--- src/hdl/cpmd_pkg.sv ---
// ----------------------------------------------------------------------------
// Closest pair package
// Shared sizes, controller states and the command and status bundles that
// join the controller and the datapath.
// ----------------------------------------------------------------------------
package cpmd_pkg;

  localparam int MAX_POINTS = 64;
  localparam int IDX_BITS   = $clog2(MAX_POINTS);
  localparam int CNT_BITS   = $clog2(MAX_POINTS + 1);
  localparam int COORD_BITS = 16;
  localparam int SQ_BITS    = 33;
  localparam int BEST_BITS  = SQ_BITS + 1;
  localparam int Q8_BITS    = 25;
  localparam int RAD_BITS   = 2 * Q8_BITS;
  localparam int REM_BITS   = Q8_BITS + 2;
  localparam int STEP_BITS  = $clog2(Q8_BITS);

  typedef enum logic [2:0] {
    S_LOAD,
    S_SCAN,
    S_DRAIN,
    S_ROOT,
    S_DONE
  } state_t;

  typedef struct packed {
    logic                wr_en;
    logic [IDX_BITS-1:0] wr_addr;
    logic                pair_vld;
    logic [IDX_BITS-1:0] rd_i;
    logic [IDX_BITS-1:0] rd_j;
    logic                best_clr;
    logic                root_load;
    logic                root_step;
    logic                res_vld;
    logic                no_pair;
    logic                overflow;
  } cmd_t;

  typedef struct packed {
    logic pipe_empty;
  } stat_t;

endpackage

--- src/hdl/cpmd_ctrl.sv ---
// ----------------------------------------------------------------------------
// Closest pair controller
// Counts loaded points, walks every index pair of the loaded points, waits for
// the distance pipeline to drain and sequences the square root steps.
// ----------------------------------------------------------------------------
module cpmd_ctrl (
  input  logic                        clk,
  input  logic                        rst_n,
  input  logic                        start,
  input  logic                        in_last_point,
  output logic                        busy,
  output cpmd_pkg::cmd_t              cmd,
  input  cpmd_pkg::stat_t             stat
);

  cpmd_pkg::state_t                 state_r, state_nxt;
  logic [cpmd_pkg::CNT_BITS-1:0]    cnt_r, cnt_nxt;
  logic                             ovf_r, ovf_nxt;
  logic [cpmd_pkg::IDX_BITS-1:0]    i_r, i_nxt;
  logic [cpmd_pkg::IDX_BITS-1:0]    j_r, j_nxt;
  logic [cpmd_pkg::STEP_BITS-1:0]   step_r, step_nxt;
  logic                             accept;
  logic                             room;
  logic [cpmd_pkg::CNT_BITS-1:0]    cnt_after;
  logic                             j_end;
  logic                             i_end;

  assign accept    = start && (state_r == cpmd_pkg::S_LOAD);
  assign room      = cnt_r < cpmd_pkg::CNT_BITS'(cpmd_pkg::MAX_POINTS);
  assign cnt_after = room ? cnt_r + 1'b1 : cnt_r;
  assign j_end     = {1'b0, j_r} == cnt_r - 1'b1;
  assign i_end     = {1'b0, i_r} == cnt_r - 2'd2;

  always_ff @(posedge clk) begin
    if (!rst_n) begin
      state_r <= cpmd_pkg::S_LOAD;
      cnt_r   <= '0;
      ovf_r   <= 1'b0;
      i_r     <= '0;
      j_r     <= '0;
      step_r  <= '0;
    end else begin
      state_r <= state_nxt;
      cnt_r   <= cnt_nxt;
      ovf_r   <= ovf_nxt;
      i_r     <= i_nxt;
      j_r     <= j_nxt;
      step_r  <= step_nxt;
    end
  end

  always_comb begin
    state_nxt = state_r;
    case (state_r)
      cpmd_pkg::S_LOAD: begin
        if (accept && in_last_point) begin
          state_nxt = (cnt_after < 2'd2) ? cpmd_pkg::S_DONE : cpmd_pkg::S_SCAN;
        end
      end
      cpmd_pkg::S_SCAN: begin
        if (j_end && i_end) begin
          state_nxt = cpmd_pkg::S_DRAIN;
        end
      end
      cpmd_pkg::S_DRAIN: begin
        if (stat.pipe_empty) begin
          state_nxt = cpmd_pkg::S_ROOT;
        end
      end
      cpmd_pkg::S_ROOT: begin
        if (step_r == cpmd_pkg::STEP_BITS'(cpmd_pkg::Q8_BITS - 1)) begin
          state_nxt = cpmd_pkg::S_DONE;
        end
      end
      cpmd_pkg::S_DONE: begin
        state_nxt = cpmd_pkg::S_LOAD;
      end
      default: begin
        state_nxt = cpmd_pkg::S_LOAD;
      end
    endcase
  end

  always_comb begin
    cnt_nxt  = cnt_r;
    ovf_nxt  = ovf_r;
    i_nxt    = i_r;
    j_nxt    = j_r;
    step_nxt = step_r;
    case (state_r)
      cpmd_pkg::S_LOAD: begin
        if (accept) begin
          cnt_nxt = cnt_after;
          if (!room) begin
            ovf_nxt = 1'b1;
          end
          i_nxt = '0;
          j_nxt = cpmd_pkg::IDX_BITS'(1);
        end
      end
      cpmd_pkg::S_SCAN: begin
        if (j_end) begin
          i_nxt = i_r + 1'b1;
          j_nxt = i_r + 2'd2;
        end else begin
          j_nxt = j_r + 1'b1;
        end
      end
      cpmd_pkg::S_DRAIN: begin
        step_nxt = '0;
      end
      cpmd_pkg::S_ROOT: begin
        step_nxt = step_r + 1'b1;
      end
      cpmd_pkg::S_DONE: begin
        cnt_nxt = '0;
        ovf_nxt = 1'b0;
      end
      default: begin
        cnt_nxt = '0;
      end
    endcase
  end

  always_comb begin
    busy          = state_r != cpmd_pkg::S_LOAD;
    cmd           = '0;
    cmd.wr_addr   = cnt_r[cpmd_pkg::IDX_BITS-1:0];
    cmd.rd_i      = i_r;
    cmd.rd_j      = j_r;
    cmd.no_pair   = cnt_r < 2'd2;
    cmd.overflow  = ovf_r;
    case (state_r)
      cpmd_pkg::S_LOAD: begin
        cmd.wr_en    = accept && room;
        cmd.best_clr = accept && in_last_point;
      end
      cpmd_pkg::S_SCAN: begin
        cmd.pair_vld = 1'b1;
      end
      cpmd_pkg::S_DRAIN: begin
        cmd.root_load = stat.pipe_empty;
      end
      cpmd_pkg::S_ROOT: begin
        cmd.root_step = 1'b1;
      end
      cpmd_pkg::S_DONE: begin
        cmd.res_vld = 1'b1;
      end
      default: begin
        cmd.res_vld = 1'b0;
      end
    endcase
  end

endmodule

--- src/hdl/cpmd_dp.sv ---
// ----------------------------------------------------------------------------
// Closest pair datapath
// Point store with two read ports, a pipelined squared distance unit with a
// running minimum, and a bit-pair square root unit for the Q8 result.
// ----------------------------------------------------------------------------
module cpmd_dp (
  input  logic                              clk,
  input  logic                              rst_n,
  input  logic signed [cpmd_pkg::COORD_BITS-1:0] in_point_x,
  input  logic signed [cpmd_pkg::COORD_BITS-1:0] in_point_y,
  input  cpmd_pkg::cmd_t                    cmd,
  output cpmd_pkg::stat_t                   stat,
  output logic                              out_valid,
  output logic [cpmd_pkg::SQ_BITS-1:0]      out_min_dist_sq,
  output logic [cpmd_pkg::Q8_BITS-1:0]      out_min_dist_q8,
  output logic                              out_no_pair,
  output logic                              out_overflow
);

  localparam int CB = cpmd_pkg::COORD_BITS;

  logic [2*CB-1:0]                  mem [cpmd_pkg::MAX_POINTS];
  logic [2*CB-1:0]                  rd_a_r, rd_b_r;
  logic                             v1_r, v2_r, v3_r;
  logic signed [CB:0]               dx, dy;
  logic [CB-1:0]                    adx_r, ady_r;
  logic [2*CB-1:0]                  sqx_r, sqy_r;
  logic [cpmd_pkg::SQ_BITS-1:0]     sum;
  logic [cpmd_pkg::BEST_BITS-1:0]   best_r;
  logic [cpmd_pkg::RAD_BITS-1:0]    rad_r;
  logic [cpmd_pkg::REM_BITS-1:0]    rem_r;
  logic [cpmd_pkg::Q8_BITS-1:0]     root_r;
  logic [cpmd_pkg::REM_BITS-1:0]    rem_sh;
  logic [cpmd_pkg::REM_BITS-1:0]    trial;

  always_ff @(posedge clk) begin
    if (cmd.wr_en) begin
      mem[cmd.wr_addr] <= {in_point_x, in_point_y};
    end
    rd_a_r <= mem[cmd.rd_i];
    rd_b_r <= mem[cmd.rd_j];
  end

  always_comb begin
    dx = {rd_a_r[2*CB-1], rd_a_r[2*CB-1:CB]} - {rd_b_r[2*CB-1], rd_b_r[2*CB-1:CB]};
    dy = {rd_a_r[CB-1], rd_a_r[CB-1:0]} - {rd_b_r[CB-1], rd_b_r[CB-1:0]};
    sum = {1'b0, sqx_r} + {1'b0, sqy_r};
  end

  always_ff @(posedge clk) begin
    adx_r <= dx[CB] ? CB'(-dx) : dx[CB-1:0];
    ady_r <= dy[CB] ? CB'(-dy) : dy[CB-1:0];
    sqx_r <= adx_r * adx_r;
    sqy_r <= ady_r * ady_r;
  end

  always_ff @(posedge clk) begin
    if (!rst_n) begin
      v1_r   <= 1'b0;
      v2_r   <= 1'b0;
      v3_r   <= 1'b0;
      best_r <= '1;
    end else begin
      v1_r <= cmd.pair_vld;
      v2_r <= v1_r;
      v3_r <= v2_r;
      if (cmd.best_clr) begin
        best_r <= '1;
      end else if (v3_r && ({1'b0, sum} < best_r)) begin
        best_r <= {1'b0, sum};
      end
    end
  end

  assign stat.pipe_empty = !(v1_r || v2_r || v3_r);

  always_comb begin
    rem_sh = {rem_r[cpmd_pkg::REM_BITS-3:0], rad_r[cpmd_pkg::RAD_BITS-1 -: 2]};
    trial  = {root_r, 2'b01};
  end

  always_ff @(posedge clk) begin
    if (cmd.root_load) begin
      rad_r  <= {1'b0, best_r[cpmd_pkg::SQ_BITS-1:0], 16'd0};
      rem_r  <= '0;
      root_r <= '0;
    end else if (cmd.root_step) begin
      rad_r <= {rad_r[cpmd_pkg::RAD_BITS-3:0], 2'b00};
      if (rem_sh >= trial) begin
        rem_r  <= rem_sh - trial;
        root_r <= {root_r[cpmd_pkg::Q8_BITS-2:0], 1'b1};
      end else begin
        rem_r  <= rem_sh;
        root_r <= {root_r[cpmd_pkg::Q8_BITS-2:0], 1'b0};
      end
    end
  end

  assign out_valid       = cmd.res_vld;
  assign out_no_pair     = cmd.no_pair;
  assign out_overflow    = cmd.overflow;
  assign out_min_dist_sq = cmd.no_pair ? '0 : best_r[cpmd_pkg::SQ_BITS-1:0];
  assign out_min_dist_q8 = cmd.no_pair ? '0 : root_r;

endmodule

--- src/hdl/closest_pair_min_distance.sv ---
// ----------------------------------------------------------------------------
// Closest pair minimum distance
// Loads up to 64 points, then reports the smallest squared distance between
// any two of them and its square root in unsigned Q8.
// Sequence: a point beat without the last flag just stores the point; after the
// last beat with N >= 2 points, the one-pair-per-cycle scan, a pipeline drain
// and the 25-step square root precede the result; for N < 2 it is the next cycle.
// Throughput: one set at a time; busy stays high from the last beat to the
// result strobe. Reset (rst_n low, synchronous) empties the set.
// ----------------------------------------------------------------------------
module closest_pair_min_distance (
  input  logic                                   clk,
  input  logic                                   rst_n,
  input  logic                                   start,
  output logic                                   busy,
  input  logic signed [cpmd_pkg::COORD_BITS-1:0] in_point_x,
  input  logic signed [cpmd_pkg::COORD_BITS-1:0] in_point_y,
  input  logic                                   in_last_point,
  output logic                                   out_valid,
  output logic [cpmd_pkg::SQ_BITS-1:0]           out_min_dist_sq,
  output logic [cpmd_pkg::Q8_BITS-1:0]           out_min_dist_q8,
  output logic                                   out_no_pair,
  output logic                                   out_overflow
);

  cpmd_pkg::cmd_t  cmd;
  cpmd_pkg::stat_t stat;

  cpmd_ctrl u_ctrl (
    .clk           (clk),
    .rst_n         (rst_n),
    .start         (start),
    .in_last_point (in_last_point),
    .busy          (busy),
    .cmd           (cmd),
    .stat          (stat)
  );

  cpmd_dp u_dp (
    .clk             (clk),
    .rst_n           (rst_n),
    .in_point_x      (in_point_x),
    .in_point_y      (in_point_y),
    .cmd             (cmd),
    .stat            (stat),
    .out_valid       (out_valid),
    .out_min_dist_sq (out_min_dist_sq),
    .out_min_dist_q8 (out_min_dist_q8),
    .out_no_pair     (out_no_pair),
    .out_overflow    (out_overflow)
  );

endmodule
--- config.mk ---
export PLATFORM = sky130hd
export DESIGN_NAME = closest_pair_min_distance
export DESIGN_NICKNAME = d
export VERILOG_FILES = /design/src/hdl/cpmd_pkg.sv /design/src/hdl/cpmd_ctrl.sv /design/src/hdl/cpmd_dp.sv /design/src/hdl/closest_pair_min_distance.sv
export SDC_FILE = /design/constraint.sdc
export NUM_CORES = 2
export LEC_CHECK = 0
export BUFFER_PORTS_ARGS = -buffer_cell sky130_fd_sc_hd__buf_2
export CELL_PAD_IN_SITES_DETAIL_PLACEMENT = 1
export CELL_PAD_IN_SITES_GLOBAL_PLACEMENT = 1
export CORE_UTILIZATION = 46
export DETAILED_ROUTE_END_ITERATION = 12
export PLACE_DENSITY = 0.69
export REMOVE_ABC_BUFFERS = 1
export SLEW_MARGIN = 20
export SYNTH_ARGS = -nofsm -noshare
export SYNTH_HDL_FRONTEND = slang
export SYNTH_SLANG_ARGS = --single-unit
export TNS_END_PERCENT = 20
--- constraint.sdc ---
create_clock -name clk -period 9.1 [get_ports clk]
set_clock_uncertainty 0.1 [all_clocks]
set_input_delay 1.365 -clock clk [delete_from_list [all_inputs] [get_ports clk]]
set_output_delay 1.365 -clock clk [all_outputs]
set_load 0.005 [all_outputs]
=== Word-level counts from Yosys, hierarchy flattened ===
Memory sizes are Yosys's and may differ from the RTL's. A register that Yosys moved wholly into a read port is not among the register bits.
Index checks and enable logic that the tools add are counted.

* Output and inout bits: 62
* RAM bits: 2,048
* Memories: 1
* Register bits after elaboration: 245

{| class="wikitable"
|+ Memories
! name !! words !! bits a word !! read ports !! clocked after memory_dff !! write ports !! RTL line !! RTL
|-
| u_dp.mem || 64 || 32 || 2 || 2 || 1 || cpmd_dp.sv:22 || <nowiki>logic [2*CB-1:0] mem [cpmd_pkg::MAX_POINTS];</nowiki>
|}

* Muxes and demuxes: 35
* Reduce and logical (&&, ||, !) cells: 21
* $mul: 2
* Add/sub/neg operators: 13
* Bitwise gates (word level): 2
* Eq/ne operators: 14
* Magnitude comparators: 5

{| class="wikitable"
|+ Operators with widths
! kind !! number
|-
| 49-bit 2-to-1 mux || 2
|-
| 16-bit by 16-bit multiplier with 32-bit output || 2
|-
| 25-bit 2-to-1 mux || 2
|-
| 33-bit by 34-bit < comparator with 1-bit output || 1
|-
| 16-bit by 16-bit subtractor with 17-bit output || 2
|-
| 32-bit by 32-bit adder with 33-bit output || 1
|-
| 33-bit 2-to-1 mux || 1
|-
| 16-bit 2-to-1 mux || 2
|-
| 16-bit negation || 2
|-
| 27-bit >= comparator || 1
|-
| 25-bit subtractor || 1
|-
| 6-bit 2-to-1 mux || 4
|-
| 6-bit case mux with 2 select lines || 2
|-
| 3-bit 2-to-1 mux || 5
|-
| 6-bit by 7-bit equality test with 1-bit output || 2
|-
| 7-bit by 2-bit < comparator with 1-bit output, second input constant || 2
|-
| 7-bit 2-to-1 mux || 2
|-
| 7-bit case mux with 2 select lines || 1
|-
| 6-bit by 1-bit adder with 6-bit output, second input constant || 2
|-
| 3-bit case mux with 4 select lines || 1
|-
| 1-bit 2-to-1 mux || 11
|-
| 5-bit case mux with 2 select lines || 1
|-
| 2-bit by 1-bit inequality test with 1-bit output, second input constant || 4
|-
| 2-bit nonzero test || 4
|-
| other kinds (23) || 34
|}

=== Logic depth before layout (Yosys ltp) ===
* Word-level depth: 6
* Depth in mapped cells: 27
* Depth with buffers taken out: 24

=== Modules after synthesis ===
A second synthesis with hierarchy kept.

* Cell total of the unflattened synthesis: 7,272
* Area, all modules: 123,933.9 um^2

{| class="wikitable"
|+ By module, submodules not included
! module !! times used !! sequential area each (um^2) !! area each (um^2) !! cells an instance
|-
| cpmd_dp || 1 || 67,414.7 || 121,914.4 || 7,013
|-
| cpmd_ctrl || 1 || 560.5 || 2,019.4 || 259
|}

=== Worst setup path before layout ===
Ideal clock, no wire load.

* Path kind: register to register
* Start point: register u_dp.ady_r[4]
* End point: register u_dp.sqy_r[30]
* Buffers on the path: 2
* Period minus slack after synthesis: 6.105 ns
* Library setup time: 0.127 ns
* Data required time: 8.873 ns
* Setup slack: 2.995 ns
* Arrival time: 5.878 ns
* Cell stages (with the launch flop): 23
* Path through: dfxtp_1 clkbuf_1 clkbuf_1 nand2_1 fa_1 fa_1 inv_1 fa_1 fa_1 fa_1 inv_1 fa_1 inv_1 ha_1 a21oi_1 o21bai_1 a2111oi_0 or3_1 o31a_1 o21ai_0 a311oi_1 o21ai_0 xor2_1

* Cells in the longest elaborated chain, start to end: 1

{| class="wikitable"
|+ RTL lines
! what !! RTL line !! RTL
|-
| start, declared || cpmd_dp.sv:26 || <nowiki>logic [CB-1:0] adx_r, ady_r;</nowiki>
|-
| start signal, assigned || cpmd_dp.sv:52 || <nowiki>ady_r <= dy[CB] ? CB'(-dy) : dy[CB-1:0];</nowiki>
|-
| 16-bit by 16-bit multiplier with 32-bit output || cpmd_dp.sv:54 || <nowiki>sqy_r <= ady_r * ady_r;</nowiki>
|-
| end signal, assigned || cpmd_dp.sv:54 ||
|-
| end, declared || cpmd_dp.sv:27 || <nowiki>logic [2*CB-1:0] sqx_r, sqy_r;</nowiki>
|}

Every way passes these cells.
A chain may end at the register's enable or synchronous reset.

=== Worst setup path in the final report ===
* Start point: register u_dp.ady_r[2]
* End point: register u_dp.sqy_r[30]

Same word-level chain as after synthesis.

==> metrics.md <==
| Metric | Value |
|---|---|
| Status | `completed` |
| CP Capture Type | `register` |
| Post-synth top cells | `edfxtp_1, mux4_2, inv_1` |
| Worst path depth | `20` |
| Top cell type's share of synthesized area | `50.3%` |
| Vias in the first global route | `80300` |
| Post-Synthesis Cells | `7880` |
| Synth area leaders | `edfxtp_1, mux4_2, fa_1` |
| Post-synthesis register bit count | `2355` |
| Final ANT Viol Nets | `0` |
| Layout cell share with drive strength beyond 1 | `22.5%` |
| Clk Latency, worst-skew pair | `0.94 ns` |
| Vias after detailed routing | `76500` |
| CTS clk-pin slew, worst paths | `0.06 ns` |
| Unrepaired setup endpoints after global routing | `no` |
| Initial core utilization | `46.3%` |
| WP buf/inv | `4` |
| Die width | `522 µm` |
| DRT iter0 DRCs | `9227` |
| Most common cell in the netlist | `edfxtp_1` |
| Cts hold-fix bufs | `0` |
| DRC viols | `0` |
| Top cell family by delay on the critical path | `adder cells` |
| Die Y | `522 µm` |
| CP startpoint kind | `register` |
| Fmax | `147 MHz` |
| # setup viols final | `0` |
| Clock Tree Root | `clkbuf_16` |
| Min Clock Period, post-route | `6.79 ns` |
| Distinct cells, synth | `89` |
| Initial antenna violation count | `16` |
| Worst-path maximum fanout | `18` |
| Area growth from synthesis to layout | `11.0%` |
| Rows | `190` |
| Die ar. | `272000 µm²` |
| CTS Buffer Depth | `4` |
| CTS tree | `built` |
| Hold Crit Class | `register to register` |
| DP Wirelength | `232 mm` |
| Slowest CP cell | `dfxtp_1` |
| WP data arrival | `7.40 ns` |
| H-tree levels | `5` |
| First-pass GRT wire length | `579 mm` |
| Number of port buffers | `97` |
| Maxcap violations | `0` |
| CTS resizes | `0` |
| Aggregate routed wire length | `405 mm` |
| Critical path's largest stage delay | `0.86 ns` |
| Flop2flop setup slack | `2.31 ns` |
| Routability-driven placement congestion ratio | `0.848` |
| Core area | `268000 µm²` |
| Sequential area share after synthesis | `54.7%` |
| First-pass detailed-route iteration total | `7` |
| Boundary Pins | `98` |
| Worst-case reg-to-reg path depth | `20` |
| Post-CTS Setup Bufs | `0` |
| Largest net degree at the start of global routing | `135` |
| Main synth FF type | `edfxtp_1` |
| Mean Syn Cell Area | `15.8 µm²` |
| Gr usage total | `29.8%` |
| Final hold violation count | `0` |
| Post-synth EDFFs | `2081` |
| Clk sinks | `2355` |
| Syn. warnings | `0` |
| Crit Path Class | `register to register` |
| Grt total ovfl | `0` |
| Num CTS Buffers | `270` |
| CP cell instances | `nand2_1 -> fa_1 -> fa_1 -> inv_1 -> fa_1 -> fa_1 -> fa_1 -> inv_1 -> fa_1 -> inv_1 -> ha_1 -> inv_1 -> o21bai_1 -> a2111oi_0 -> or3_1 -> o31a_1 -> o21ai_0 -> a311oi_1 -> o21ai_0 -> xor2_1` |
| Final Net Count | `8622` |
| Post-synth ARST share | `0%` |
| Worst slew pin tran | `1.26 ns` |
| Final Slew Violations | `0` |
| Average routed wire per standard cell | `34.6 µm` |
| Synth area leader | `edfxtp_1` |
| Crit share post-route | `74.6%` |
| Post-layout util | `51.4%` |
| Via density | `6.54` |
| WHS Path Cells | `1` |
| Cell area after synthesis | `124000 µm²` |
| Cell with the most instances on the worst path | `fa_1` |
| Slew HR | `15.8%` |
| Worst EP required | `9.71 ns` |
-- cells in the final DEF (no fill, tap or decap), types with 24 or more instances in the layout --
cell          n
edfxtp_1   2081
mux4_2     1062
inv_1       643
nand2_1     424
mux2i_1     423
ha_1        335
fa_1        326
o21ai_0     302
clkbuf_16   277
dfxtp_1     262
a21oi_1     214
nor2_1      214
buf_4       131
xnor2_1     130
and2_1      109
buf_2        88
nand3_1      82
a211oi_1     78
a21o_1       75
o22ai_1      68
xor2_1       67
clkbuf_1     66
nor2_4       63
o221ai_1     56
clkinv_1     42
clkinv_2     40
nor2b_1      38
nand2b_1     26
nor3_1       24
nand4_1      24
-- final timing paths --
kind	endpoint	startpoint
max reg2reg	u_dp.sqy_r[30]$_DFF_P_	u_dp.ady_r[2]$_DFF_P_
min reg2reg	u_dp.v3_r$_SDFF_PN0_	u_dp.v2_r$_SDFF_PN0_
min	u_dp.v3_r$_SDFF_PN0_	u_dp.v2_r$_SDFF_PN0_
max	u_dp.sqy_r[30]$_DFF_P_	u_dp.ady_r[2]$_DFF_P_
-- sequential cells by signal, summed over array words and instances, names as in the netlist, 7 cells and up --
register	count
u_dp.sqx_r	31
u_dp.rad_r	34
u_dp.mem	2048
u_dp.sqy_r	31
u_ctrl.cnt_r	7
u_dp.ady_r	16
u_dp.rem_r	25
u_dp.best_r	34
u_dp.root_r	25
u_dp.rd_a_r	32
u_dp.rd_b_r	32
u_dp.adx_r	16
-- metal layers --
layer | up-vias | wire (µm) | share of wire [%] | global-route usage (%)
li1 | 30700 | - | - | -
met1 | 41000 | 155000 | 38 | 39.3
met2 | 3947 | 196000 | 48 | 48.8
met3 | 881 | 35900 | 8.9 | 5.29
met4 | 20 | 18400 | 4.6 | 12.3
met5 | - | 126 | 0.031 | 0
-- stage by stage --
step	TNS [ns]	instance area [µm²]	setup WS, ns	cells	hold WS [ns]
2_1_floorplan	-1206.08	122000	-17.27	7411	0.331
3_3_place_gp	0	129000	2.42	11200	0.338
3_5_place_dp	0	129000	2.30	11200	0.350
4_1_cts	0	138000	2.28	11700	0.366
5_1_grt	0	138000	1.94	11700	0.381
6_report	0	138000	2.31	11700	0.359
-- cell type report --
class | count | area [µm²]
antenna | 5 | 12.5
clock buffer | 360 | 7410
clock inverter | 126 | 1200
fill | 25100 | 130000
inverter | 644 | 2420
multi-input combinational | 4412 | 52400
sequential | 2355 | 68000
tap | 3552 | 4440
timing repair buffer | 242 | 1890
-- worst reg2reg max path, cell delays in order (launching register included) --
cell and delay, ns:
dfxtp_1 0.86, nand2_1 0.27, fa_1 0.57, fa_1 0.56, inv_1 0.07, fa_1 0.48
fa_1 0.51, fa_1 0.49, inv_1 0.05, fa_1 0.47, inv_1 0.04, ha_1 0.34
inv_1 0.11, o21bai_1 0.09, a2111oi_0 0.37, or3_1 0.17, o31a_1 0.23, o21ai_0 0.16
a311oi_1 0.36, o21ai_0 0.19, xor2_1 0.17
-- kinds of logic after synthesis --
logic type	share of synthesized area (%)
and+or+nand+nor	3.99
DFF	54.7
xor gates and xnor gates	1.39
AOI/OAI and AO/OA	4.90
muxes	22.9
buffers and inverters	3.46
adders and majority gates	8.63
Power is left out: the tool's default activity adds up to more than one toggle a clock period on the data nets, which glitch-free logic cannot reach.
